===== config.mk =====
export PLATFORM = sky130hd
export DESIGN_NAME = priority_sleep_task_scheduler
export DESIGN_NICKNAME = d
export VERILOG_FILES = /design/src/pss_pkg.sv /design/src/pss_task_table.sv /design/src/pss_upd_unit.sv /design/src/priority_sleep_task_scheduler.sv
export SDC_FILE = /design/constraint.sdc
export NUM_CORES = 1
export LEC_CHECK = 0
export ABC_AREA = 1
export BUFFER_PORTS_ARGS = -buffer_cell sky130_fd_sc_hd__buf_2
export CORE_MARGIN = 8
export CORE_UTILIZATION = 60
export CTS_BUF_LIST = sky130_fd_sc_hd__clkbuf_2 sky130_fd_sc_hd__clkbuf_4 sky130_fd_sc_hd__clkbuf_8
export DETAILED_ROUTE_END_ITERATION = 6
export PLACE_DENSITY_LB_ADDON = 0.1
export SLEW_MARGIN = 15
export SYNTH_ARGS = -nofsm -noshare
export SYNTH_HDL_FRONTEND = slang
export SYNTH_SLANG_ARGS = --single-unit

===== constraint.sdc =====
create_clock -name i_clk -period 3.3 [get_ports i_clk]
set_input_delay 0.33 -clock i_clk [delete_from_list [all_inputs] [get_ports i_clk]]
set_output_delay 0.33 -clock i_clk [all_outputs]
set_load 0.01 [all_outputs]

===== src/pss_pkg.sv =====
// package with shared types and constants of the priority sleep task scheduler
`default_nettype none
package pss_pkg;

    localparam int KIND_W = 2;
    localparam int MODE_W = 3;
    localparam int PRIO_W = 7;
    localparam int CNT_W  = 16;
    localparam int TIDX_W = 3;

    localparam logic [KIND_W-1:0] KIND_TICK   = 2'd0;
    localparam logic [KIND_W-1:0] KIND_ASSIGN = 2'd1;
    localparam logic [KIND_W-1:0] KIND_FAIL   = 2'd2;

    localparam logic [MODE_W-1:0] MODE_READY    = 3'd0;
    localparam logic [MODE_W-1:0] MODE_RUNNING  = 3'd1;
    localparam logic [MODE_W-1:0] MODE_SLEEPING = 3'd2;
    localparam logic [MODE_W-1:0] MODE_KILLED   = 3'd3;
    localparam logic [MODE_W-1:0] MODE_FINISHED = 3'd4;

    localparam logic [PRIO_W-1:0] PRIO_LIMIT = 7'd100;

    typedef struct packed {
        logic [MODE_W-1:0] mode;
        logic [CNT_W-1:0]  count;
        logic [PRIO_W-1:0] prio;
        logic [CNT_W-1:0]  reload;
    } t_entry;

    typedef struct packed {
        logic   mode_we;
        logic   count_we;
        logic   load_we;
        t_entry data;
    } t_tbl_wr;

    typedef struct packed {
        logic write_back;
        logic cand;
    } t_upd_res;

endpackage
`default_nettype wire


===== src/pss_task_table.sv =====
// task entry register file with one write port and one registered read port
`default_nettype none
module pss_task_table #(
    parameter int NUM_TASKS = 8,
    parameter int IW        = 3
) (
    input  wire logic            i_clk,
    input  wire logic            i_rst_n,
    input  wire pss_pkg::t_tbl_wr i_wr,
    input  wire logic [IW-1:0]   i_wr_idx,
    input  wire logic [IW-1:0]   i_rd_idx,
    output pss_pkg::t_entry      o_rd_entry,
    output logic                 o_rd_in_use
);
    import pss_pkg::*;

    logic [NUM_TASKS-1:0] r_in_use;
    t_entry               r_mem [NUM_TASKS];
    t_entry               r_rd_entry;
    logic                 r_rd_in_use;

    always_ff @(posedge i_clk) begin
        if (!i_rst_n) begin
            r_in_use <= '0;
        end else if (i_wr.load_we) begin
            r_in_use[i_wr_idx] <= 1'b1;
        end
    end

    always_ff @(posedge i_clk) begin
        if (i_wr.mode_we) begin
            r_mem[i_wr_idx].mode <= i_wr.data.mode;
        end
        if (i_wr.count_we) begin
            r_mem[i_wr_idx].count <= i_wr.data.count;
        end
        if (i_wr.load_we) begin
            r_mem[i_wr_idx].prio   <= i_wr.data.prio;
            r_mem[i_wr_idx].reload <= i_wr.data.reload;
        end
    end

    // read address is the index of the next cycle
    always_ff @(posedge i_clk) begin
        r_rd_entry  <= r_mem[i_rd_idx];
        r_rd_in_use <= r_in_use[i_rd_idx];
    end

    assign o_rd_entry  = r_rd_entry;
    assign o_rd_in_use = r_rd_in_use;

endmodule
`default_nettype wire


===== src/pss_upd_unit.sv =====
// shared per-entry tick update and priority compare unit
`default_nettype none
module pss_upd_unit (
    input  wire pss_pkg::t_entry         i_entry,
    input  wire logic                    i_in_use,
    input  wire logic [pss_pkg::PRIO_W-1:0] i_best_prio,
    output pss_pkg::t_entry              o_entry,
    output pss_pkg::t_upd_res            o_res
);
    import pss_pkg::*;

    always_comb begin
        o_entry = i_entry;
        if (i_entry.count == '0) begin
            o_entry.mode  = MODE_READY;
            o_entry.count = i_entry.reload;
        end else if (i_entry.mode == MODE_RUNNING) begin
            o_entry.mode = MODE_SLEEPING;
        end else if (i_entry.mode == MODE_SLEEPING) begin
            o_entry.count = i_entry.count - CNT_W'(1);
        end else if (i_entry.mode == MODE_KILLED) begin
            o_entry.mode = MODE_FINISHED;
        end
        o_res.write_back = i_in_use;
        o_res.cand = i_in_use && (o_entry.mode == MODE_READY) && (i_entry.prio < i_best_prio);
    end

endmodule
`default_nettype wire


===== src/priority_sleep_task_scheduler.sv =====
// top level of the priority sleep task scheduler
// usage:
//   s_axis carries one item per transaction; tuser holds the kind (tick, assign,
//   fail), tdata holds the assign fields. m_axis returns one result per enabled
//   tick: tuser is the dispatched flag, tdata the chosen task index.
//   the cfg channel writes run_enable; write it only while the block is idle.
// operation:
//   assign, fail, disabled ticks and unused kinds take effect at the accepting
//   edge and the block is ready again in the next cycle.
//   an enabled tick is accepted in idle, passes each task entry in turn through
//   the shared update and compare unit in the scan state, then marks the winner
//   running and loads the result register; no new item is accepted until done.
//   the result register holds the result until m_axis_tready; new items are
//   accepted meanwhile, but a following enabled tick waits in its last step
//   until the previous result has been taken.
// reset:
//   synchronous active-low reset clears run_enable, all in-use bits, the
//   dispatch history and the output valid; the task table needs no clearing.
`default_nettype none
module priority_sleep_task_scheduler #(
    parameter int NUM_TASKS = 8
) (
    input  wire logic        i_clk,
    input  wire logic        i_rst_n,
    input  wire logic        s_axis_tvalid,
    output logic             s_axis_tready,
    input  wire logic [47:0] s_axis_tdata,  // task_index, new_priority, new_count, new_reload, new_state
    input  wire logic [1:0]  s_axis_tuser,  // kind
    output logic             m_axis_tvalid,
    input  wire logic        m_axis_tready,
    output logic [7:0]       m_axis_tdata,  // chosen_task
    output logic [0:0]       m_axis_tuser,  // dispatched
    input  wire logic        i_cfg_valid,
    output logic             o_cfg_ready,
    input  wire logic [0:0]  i_cfg_data     // run_enable
);
    import pss_pkg::*;

    localparam int IW = (NUM_TASKS > 1) ? $clog2(NUM_TASKS) : 1;

    typedef enum logic [2:0] {
        ST_IDLE = 3'b001,
        ST_SCAN = 3'b010,
        ST_DISP = 3'b100
    } t_state;

    t_state            r_state, n_state;
    logic [IW-1:0]     r_idx, n_idx;
    logic [IW-1:0]     r_best_idx, n_best_idx;
    logic [PRIO_W-1:0] r_best_prio, n_best_prio;
    logic              r_found, n_found;
    logic [IW-1:0]     r_last, n_last;
    logic              r_disp_made, n_disp_made;
    logic              r_run;
    logic              r_out_valid, n_out_valid;
    logic              r_out_disp, n_out_disp;
    logic [TIDX_W-1:0] r_out_task, n_out_task;

    logic              in_accept;
    logic [KIND_W-1:0] in_kind;
    logic [TIDX_W-1:0] in_idx;
    t_entry            in_entry;
    logic              out_free;

    t_tbl_wr           tbl_wr;
    logic [IW-1:0]     tbl_wr_idx;
    t_entry            rd_entry;
    logic              rd_in_use;
    t_entry            upd_entry;
    t_upd_res          upd_res;

    assign in_kind         = s_axis_tuser;
    assign in_idx          = s_axis_tdata[2:0];
    assign in_entry.prio   = s_axis_tdata[9:3];
    assign in_entry.count  = s_axis_tdata[25:10];
    assign in_entry.reload = s_axis_tdata[41:26];
    assign in_entry.mode   = s_axis_tdata[44:42];

    assign s_axis_tready = (r_state == ST_IDLE);
    assign in_accept     = s_axis_tvalid && s_axis_tready;
    assign out_free      = !r_out_valid || m_axis_tready;
    assign o_cfg_ready   = 1'b1;

    pss_task_table #(
        .NUM_TASKS (NUM_TASKS),
        .IW        (IW)
    ) u_table (
        .i_clk       (i_clk),
        .i_rst_n     (i_rst_n),
        .i_wr        (tbl_wr),
        .i_wr_idx    (tbl_wr_idx),
        .i_rd_idx    (n_idx),
        .o_rd_entry  (rd_entry),
        .o_rd_in_use (rd_in_use)
    );

    pss_upd_unit u_upd (
        .i_entry     (rd_entry),
        .i_in_use    (rd_in_use),
        .i_best_prio (r_best_prio),
        .o_entry     (upd_entry),
        .o_res       (upd_res)
    );

    always_comb begin
        n_state     = r_state;
        n_idx       = r_idx;
        n_best_idx  = r_best_idx;
        n_best_prio = r_best_prio;
        n_found     = r_found;
        n_last      = r_last;
        n_disp_made = r_disp_made;
        n_out_valid = r_out_valid && !m_axis_tready;
        n_out_disp  = r_out_disp;
        n_out_task  = r_out_task;
        tbl_wr      = '0;
        tbl_wr_idx  = r_idx;
        case (r_state)
            ST_IDLE: begin
                if (in_accept) begin
                    case (in_kind)
                        KIND_ASSIGN: begin
                            if (32'(in_idx) < NUM_TASKS) begin
                                tbl_wr.mode_we  = 1'b1;
                                tbl_wr.count_we = 1'b1;
                                tbl_wr.load_we  = 1'b1;
                                tbl_wr.data     = in_entry;
                                tbl_wr_idx      = IW'(in_idx);
                            end
                        end
                        KIND_FAIL: begin
                            if (r_disp_made) begin
                                tbl_wr.mode_we   = 1'b1;
                                tbl_wr.data.mode = MODE_KILLED;
                                tbl_wr_idx       = r_last;
                            end
                        end
                        KIND_TICK: begin
                            if (r_run) begin
                                n_state     = ST_SCAN;
                                n_idx       = '0;
                                n_best_idx  = '0;
                                n_best_prio = PRIO_LIMIT;
                                n_found     = 1'b0;
                            end
                        end
                        default: begin
                        end
                    endcase
                end
            end
            ST_SCAN: begin
                tbl_wr.mode_we  = upd_res.write_back;
                tbl_wr.count_we = upd_res.write_back;
                tbl_wr.data     = upd_entry;
                if (upd_res.cand) begin
                    n_best_idx  = r_idx;
                    n_best_prio = rd_entry.prio;
                    n_found     = 1'b1;
                end
                if (r_idx == IW'(NUM_TASKS - 1)) begin
                    n_state = ST_DISP;
                end else begin
                    n_idx = r_idx + IW'(1);
                end
            end
            ST_DISP: begin
                if (out_free) begin
                    n_state     = ST_IDLE;
                    n_out_valid = 1'b1;
                    n_out_disp  = r_found;
                    n_out_task  = r_found ? TIDX_W'(r_best_idx) : '0;
                    if (r_found) begin
                        tbl_wr.mode_we   = 1'b1;
                        tbl_wr.data.mode = MODE_RUNNING;
                        tbl_wr_idx       = r_best_idx;
                        n_last           = r_best_idx;
                        n_disp_made      = 1'b1;
                    end
                end
            end
            default: begin
                n_state = ST_IDLE;
            end
        endcase
    end

    always_ff @(posedge i_clk) begin
        if (!i_rst_n) begin
            r_state     <= ST_IDLE;
            r_last      <= '0;
            r_disp_made <= 1'b0;
            r_run       <= 1'b0;
            r_out_valid <= 1'b0;
        end else begin
            r_state     <= n_state;
            r_last      <= n_last;
            r_disp_made <= n_disp_made;
            r_out_valid <= n_out_valid;
            if (i_cfg_valid && o_cfg_ready) begin
                r_run <= i_cfg_data[0];
            end
        end
    end

    always_ff @(posedge i_clk) begin
        r_idx       <= n_idx;
        r_best_idx  <= n_best_idx;
        r_best_prio <= n_best_prio;
        r_found     <= n_found;
        r_out_disp  <= n_out_disp;
        r_out_task  <= n_out_task;
    end

    assign m_axis_tvalid   = r_out_valid;
    assign m_axis_tdata    = {{(8 - TIDX_W){1'b0}}, r_out_task};
    assign m_axis_tuser[0] = r_out_disp;

    a_scan_idx_range: assert property (@(posedge i_clk) disable iff (!i_rst_n)
        (r_state == ST_SCAN) |-> (32'(r_idx) < NUM_TASKS))
        else $error("scan index beyond task table");

    a_scan_start: assert property (@(posedge i_clk) disable iff (!i_rst_n)
        (r_state == ST_SCAN && r_idx == '0) |-> $past(in_accept))
        else $error("scan started without an accepted tick");

    a_disp_history: assert property (@(posedge i_clk) disable iff (!i_rst_n)
        (m_axis_tvalid && m_axis_tuser[0]) |-> r_disp_made)
        else $error("dispatch result without dispatch history");

    a_no_task_zero: assert property (@(posedge i_clk) disable iff (!i_rst_n)
        (m_axis_tvalid && !m_axis_tuser[0]) |-> (m_axis_tdata == 8'd0))
        else $error("task index set with no dispatch");

    a_disp_load: assert property (@(posedge i_clk) disable iff (!i_rst_n)
        (r_state == ST_DISP && out_free) |=> (m_axis_tvalid && r_state == ST_IDLE))
        else $error("result not loaded after dispatch step");

endmodule
`default_nettype wire


==> flow_summary.yaml, run 1 <==
status:
  outcome: "finished, final reports clean"
global_routing:
  gr-total-overflow: 0
  antenna_found_initial: 0
  grt.busiest_layer: "met2"
  grt_pass1_wl_mm: 67.5
  met2_usage_pct: 40.5
  grt_usage_pct: 23.7
  grt_pass1_vias: 12700
  met1_usage_pct: 30.1
  use_met3_pct: 3.60
  grt_max_degree: 173
clocking:
  path_clk_slew_ps: 60
  numCtsBuffers: 68
  cts_root_buf: "clkbuf_8"
  cts_max_path_buffers: 3
  cts_tree: "yes"
  cts_htree_levels: 3
  clock_latency_ps: 580
  clock_sinks: 414
power:
  sequentialPowerShare_pct: 44.9
  switching_share_pct: 33.3
  total_power_w: 0.0144
  switchingPower_w: 0.00479
  leakage_nw: 8.91
  p_comb_share_pct: 24.8
  cellInternalPower_w: 0.00961
  ir_drop_mv: 0.499
  p_clk_share_pct: 30.3
  powerDensity_nw_per_um2: 695
sta:
  timing.setup.tns_ps: 0
  fin_crit_ps: 2740
  fin_hold_ws_ps: 81.3
  setup_violations: 0
  tightestPinTransition_ps: 1020
  finalHoldViolations: 0
  max-slew-margin-rel_pct: 30.9
  max_freq_mhz: 365
  worst_clock_skew_ps: 33.4
  period_share_pct: 82.9
  drv_slew: 0
  grt_setup_unrepaired: "no"
die:
  core_area_um2: 30600
  ios: 68
  initial_core_util_pct: 61.0
  die_w_um: 192
  rows: 64
  die_area_um2: 37000
  die-height_um: 192
yosys:
  synth_cell_type_count: 34
  synth.area.mux_share_pct: 0
  synth_warnings: 0
  synthTopCellsByArea: "edfxtp_1 (56%), nand2_1 (11%), nand3b_1 (6.9%)"
  yosys.area.top_type_share_pct: 56.5
  synth_top_family_by_area: "simple AND/OR/NAND/NOR gates"
  synth-xor-area-share_pct: 0.282
  synth_top_cell_by_area: "edfxtp_1"
  synth_compound_area_share_pct: 2.82
  synthAdderAreaFrac_pct: 0.805
  avgSynthCellArea_um2: 10.0
  synthSimpleGateAreaFrac_pct: 24.8
  ys_seq_area_share_pct: 63.2
  synth_area_um2: 18700
  syn_inst: 1858
  synth_seq_cells: 414
placed_design:
  dp_hpwl_mm: 24.2
  gp_congestion: 0.910
  portBuffers: 58
drt:
  vias: 12900
  ant_nets: 0
  vias_per_cell: 5.44
  wl_per_cell_um: 18.4
  drc: 0
  drt_iter0_drc: 1168
  dr.pass1.iters: 5
  drt_wl_total_mm: 43.6
setup_path:
  worst-setup-path-type: "reg2reg"
  crit_path_end_kind: "register"
  critPathLaunchType: "register"
  arrival_ps: 2990
  path_max_fanout: 21
  required_ps: 3550
worst_hold_path:
  hp-class: "in2reg"
final_layout:
  nNetsFinal: 1995
  syn2layout_area_growth_pct: 11.0
  drive_gt1_share_pct: 11.5
  final_util_pct: 67.7
run:
  maxCapViolations: 0
## Yosys cell counts, drive strengths merged
master and count:
a31oi 2, edfxtp 351, nand3b 171, a211oi 1
clkbuf 20, o31ai 1, clkinv 1, o21ai 48
a22o 9, o211ai 4, nor2 56, xnor2 2
inv 249, nor3 4, buf 82, dfxtp 63
conb 2, nand3 213, a21oi 26, xor2 4
nand4 7, or2 1, a21boi 1, ha 12
nand2 528
## what timing repair did
action                                  CTS  global route
endpoints found under the setup margin    0             0
endpoints found under the hold margin     2             0
buffers inserted                          0             0
gates resized for setup                   0             0
hold buffers                              3             0
## worst paths after layout
check	cells after the start	end	slack (ps)	from
max	8	u_table.r_mem[3][28]	560	u_table.o_rd_entry[23]
min	4	m_axis_tvalid	80	m_axis_tready
max reg2reg	8	u_table.r_mem[3][28]	560	u_table.o_rd_entry[23]
min reg2reg	2	u_table.r_in_use[5]	460	u_table.r_in_use[5]
## power groups by stage
stage / Combinational [W] / Sequential (W) / Clock [W]
3_3_place_gp: 0.00346 / 0.00655 / 0
4_1_cts: 0.00355 / 0.00646 / 0.00445
3_5_place_dp: 0.00354 / 0.00656 / 0
2_1_floorplan: 0.00276 / 0.00643 / 0
6_report: 0.00357 / 0.00647 / 0.00436
5_1_grt: 0.00401 / 0.00649 / 0.00466
## cell type report
class | count | area, µm²
Sequential cell | 414 | 11800
Clock buffer | 105 | 1250
Tap cell | 396 | 495
Fill cell | 2365 | 9870
Inverter | 250 | 938
Clock inverter | 15 | 81.3
Timing Repair Buffer | 97 | 728
Multi-Input combinational cell | 1096 | 5430
Antenna cell | 1 | 2.50
## cells by family after synthesis
logic type,Yosys count
buffers and inverters,352
AO/OA/AOI/OAI,92
XOR/XNOR,6
flip-flops,414
adder cells (fa/ha/maj),12
other,2
AND/OR/NAND/NOR,980
## layer usage
metal | share of wire [%] | routed length (µm)
met1 | 42 | 18500
met2 | 49 | 21400
met3 | 6.0 | 2620
met4 | 2.5 | 1070
met5 | 0 | 0
## cell usage in the layout, fill, tap and decap left out, types with 7 or more instances in the layout
| cell type | synthesis | layout |
|---|---|---|
| nand2_1 | 525 | 522 |
| edfxtp_1 | 351 | 351 |
| inv_1 | 243 | 243 |
| nand3_1 | 210 | 210 |
| nand3b_1 | 171 | 171 |
| clkbuf_8 | 0 | 74 |
| dfxtp_1 | 63 | 63 |
| buf_2 | 56 | 58 |
| nor2_1 | 55 | 51 |
| o21ai_0 | 46 | 46 |
| clkbuf_4 | 0 | 31 |
| a21oi_1 | 25 | 25 |
| buf_4 | 8 | 25 |
| ha_1 | 12 | 12 |
| buf_12 | 0 | 11 |
| a22o_1 | 9 | 9 |
| clkinv_1 | 1 | 9 |
| nand4_1 | 7 | 7 |
## stage by stage
| stage | cells | cell area [µm²] | setup slack (ps) |
|---|---|---|---|
| final | 2374 | 20700 | 564 |
| after global routing | 2373 | 20700 | 341 |
| after CTS | 2373 | 20700 | 586 |
| after detailed placement | 2250 | 19400 | 619 |
| after global placement | 2250 | 19400 | 685 |
| after floorplan | 1862 | 18700 | 773 |
## sequential cells by signal (all words and copies together), names as in the netlist, 3 cells and up
signal,flops
u_table.r_mem,336
u_table.o_rd_entry,42
u_table.r_in_use,8
r_best_prio,7
r_best_idx,3
r_idx,3
r_last,3
r_out_task,3
r_state,3
## critical path, cell delays in order, from the launching register on
cell and delay, ps:
dfxtp_1 330, inv_1 130, ha_1 210, nand2_1 70, nor2_1 140, nand2_1 440
o211ai_1 310, o21ai_0 120, o21ai_0 660
Note: power is estimated with default switching activity, not from simulation.
==> run 2, diff against run 1 <==
--- a/config.mk
+++ b/config.mk
@@ -5,7 +5,7 @@
 export SDC_FILE = /design/constraint.sdc
 export NUM_CORES = 1
 export LEC_CHECK = 0
-export ABC_AREA = 1
+export ABC_AREA = 0
 export BUFFER_PORTS_ARGS = -buffer_cell sky130_fd_sc_hd__buf_2
 export CORE_MARGIN = 8
 export CORE_UTILIZATION = 60
==> constraint.sdc (replaced) <==
create_clock -name i_clk -period 2.6 [get_ports i_clk]
set_input_delay 0.26 -clock i_clk [delete_from_list [all_inputs] [get_ports i_clk]]
set_output_delay 0.26 -clock i_clk [all_outputs]
set_load 0.01 [all_outputs]
==> run 2 against run 1 <==
- flip-flop and latch count stayed put
- area after synthesis shrank 7.5%
- synthesized cell count shrank 33%
- highest routed layer is now met5
- non-clock buffer count increased by 45
- critical endpoint is now u_table.o_rd_entry[10]
- utilization rose by 2.4 points
- maximum frequency is 10% higher
- combinational power shrank 72%
- power decreased by 0.96%
- via count down 10%
- clock skew is 0.70 ps higher
==> flow_summary.yaml, run 2 <==
status:
  outcome: "finished, final reports clean"
clocking:
  cts_max_path_buffers: 3
  numCtsBuffers: 68
  cts_htree_levels: 3
  cts_tree: "yes"
  path_clk_slew_ps: 60
  cts_root_buf: "clkbuf_8"
  clock_latency_ps: 590
  clock_sinks: 414
yosys:
  synthTopCellsByArea: "edfxtp_1 (61%), a221oi_1 (8.7%), dfxtp_1 (7.3%)"
  synth-xor-area-share_pct: 0.659
  synth_cell_type_count: 65
  dominantRegCellSynth: "edfxtp_1"
  synth_area_um2: 17300
  synthAdderAreaFrac_pct: 0.870
  avgSynthCellArea_um2: 13.9
  synth_warnings: 0
  syn_inst: 1239
  synthArstFlopShare_pct: 0
  ys_seq_area_share_pct: 68.3
  synth.area.mux_share_pct: 0.464
  synth_compound_area_share_pct: 13.1
  ys_top_cells_by_count: "edfxtp_1 (351), and3_1 (177), a221oi_1 (172), clkbuf_1 (67), dfxtp_1 (63)"
  synth_edf_count: 351
  synth_seq_cells: 414
  yosys.area.top_type_share_pct: 61.0
  synth_top_cell_by_area: "edfxtp_1"
  synth_top_family_by_area: "compound AO/OA/AOI/OAI gates"
  synthSimpleGateAreaFrac_pct: 12.6
  yosysMostFrequentCell: "edfxtp_1"
drt:
  wl_per_cell_um: 24.3
  vias: 11600
  vias_per_cell: 6.54
  dr.pass1.iters: 5
  ant_nets: 0
  drc: 0
  drt_iter0_drc: 1168
  drt_wl_total_mm: 43.0
placed_design:
  dp_hpwl_mm: 23.4
  place_inst: 1639
  preCtsSetupSlack_ps: -9.21
  gp_congestion: 0.802
  portBuffers: 58
setup_path:
  r2r-start: "r_state[1]"
  worst-setup-path-type: "reg2reg"
  worstSetupStartpoint: "r_state[1]"
  crit_path_end_kind: "register"
  required_ps: 3070
  rr_endpoint: "u_table.o_rd_entry[10]"
  r2r_setup_slack_ps: 120
  arrival_ps: 2950
  worstSetupEndpoint: "u_table.o_rd_entry[10]"
  path_max_fanout: 52
  critPathLaunchType: "register"
  reg2reg_depth: 9
final_layout:
  final_common_cell: "edfxtp_1"
  layout_common_cells: "edfxtp_1 (351), and3_1 (177), a221oi_1 (172), clkbuf_8 (78), dfxtp_1 (63)"
  nNetsFinal: 1399
  final_util_pct: 70.1
  syn2layout_area_growth_pct: 15.9
  instances_no_fill: 1770
  largest_reg_flops: 336
  regMostFlops: "u_table.r_mem"
  num_antenna_cells: 0
  drive_gt1_share_pct: 21.4
sta:
  period_share_pct: 95.4
  timing.setup.tns_ps: 0
  fin_hold_ws_ps: 99.5
  setup_violations: 0
  max_freq_mhz: 403
  drv_slew: 0
  fin_crit_ps: 2480
  max-slew-margin-rel_pct: 45.6
  worst_clock_skew_ps: 34.1
  finalHoldViolations: 0
  tightestPinTransition_ps: 807
  grt_setup_unrepaired: "yes"
  setup_slack_ps: 120
global_routing:
  grt_pass1_wl_mm: 64.6
  grt_max_degree: 133
  gr-total-overflow: 0
  grt_usage_pct: 24.8
  antenna_found_initial: 1
  grt_pass1_vias: 11000
die:
  die_w_um: 186
  die_area_um2: 34500
  rows: 62
  ios: 68
  die-height_um: 186
  initial_core_util_pct: 60.5
  core_area_um2: 28500
power:
  powerDensity_nw_per_um2: 713
  ir_drop_mv: 0.492
  leakage_nw: 7.61
worst_hold_path:
  hp-class: "in2reg"
run:
  maxCapViolations: 0
[run 2: cell types whose count changed after synthesis, sizes merged, moves of 14 or more]
| cell | before | now |
|---|---|---|
| a21oi | 26 | 12 |
| a221oi | 0 | 172 |
| and2 | 0 | 14 |
| and3 | 0 | 177 |
| buf | 82 | 54 |
| clkbuf | 20 | 70 |
| inv | 249 | 16 |
| nand2 | 528 | 31 |
| nand3 | 213 | 10 |
| nand3b | 171 | 2 |
| nor2 | 56 | 42 |
| nor4 | 0 | 48 |
| o21ai | 48 | 32 |
[run 2: critical path, stage by stage, from the launching register on]
cell and delay, ps:
dfxtp_1 380, or3b_1 410, clkinv_2 160, a32oi_4 140, buf_4 170, nand3_4 100
buf_12 260, buf_4 250, a221oi_1 120, nor4_1 340
[run 2: logic make-up after synthesis]
family / after synthesis
adders and majority gates: 12
xor gates and xnor gates: 13
DFF: 414
other: 2
muxes: 8
AOI/OAI and AO/OA: 277
and+or+nand+nor: 371
buffers and inverters: 142
[run 2: worst min-delay path by stage]
stage | slack (ps) | cells past startpoint | from | endpoint
2_1_floorplan | 410 | 2 | i_cfg_data | r_run
3_3_place_gp | 430 | 2 | u_table.r_in_use[1] | u_table.r_in_use[1]
3_5_place_dp | 440 | 2 | u_table.r_in_use[5] | u_table.r_in_use[5]
4_1_cts | 80 | 4 | s_axis_tvalid | r_state[0]
5_1_grt | 120 | 3 | s_axis_tdata[13] | u_table.r_mem[2][26]
6_report | 100 | 3 | s_axis_tdata[19] | u_table.r_mem[7][32]
[run 2: through the flow]
step | total power [W] | instance area [µm²]
global placement | 0.00863 | 18500
finish | 0.0143 | 20000
global route | 0.0148 | 20000
floorplan | 0.00821 | 17300
detailed placement | 0.00865 | 18500
CTS | 0.0143 | 20000
[run 2: repair_timing]
action | 4_1_cts | 5_1_grt
hold buffers | 3 | 0
resized for setup | 1 | 9
setup endpoints to repair | 1 | 169
buffers inserted | 0 | 2
pin swaps | 0 | 1
gates cloned | 0 | 1
endpoints found under the hold margin | 2 | 0
[run 2: routing by layer]
| layer | share of wire [%] | vias up | GRT usage [%] | wire length, µm |
|---|---|---|---|---|
| li1 | - | 5220 | - | - |
| met4 | 1.8 | 2 | 7.68 | 766 |
| met1 | 42 | 5776 | 34.7 | 18000 |
| met2 | 48 | 507 | 39.3 | 20600 |
| met3 | 8.3 | 71 | 4.29 | 3560 |
| met5 | 0.021 | - | 0 | 9 |
[run 2: power breakdown]
| group | internal, W | switching, W | total [W] |
|---|---|---|---|
| Combinational | 0.000418 | 0.000596 | 0.00101 |
| Clock | 0.00320 | 0.00252 | 0.00572 |
| Sequential | 0.00735 | 0.000178 | 0.00753 |
| Total | 0.0110 | 0.00330 | 0.0143 |
[run 2: final cells by class]
type	instances	area, µm²
clock inverter	17	105
tap	384	480
clock buffer	108	1300
multi-input combinational	687	4940
sequential	414	11800
timing repair buffer	142	1320
fill	1974	8530
inverter	18	68.8
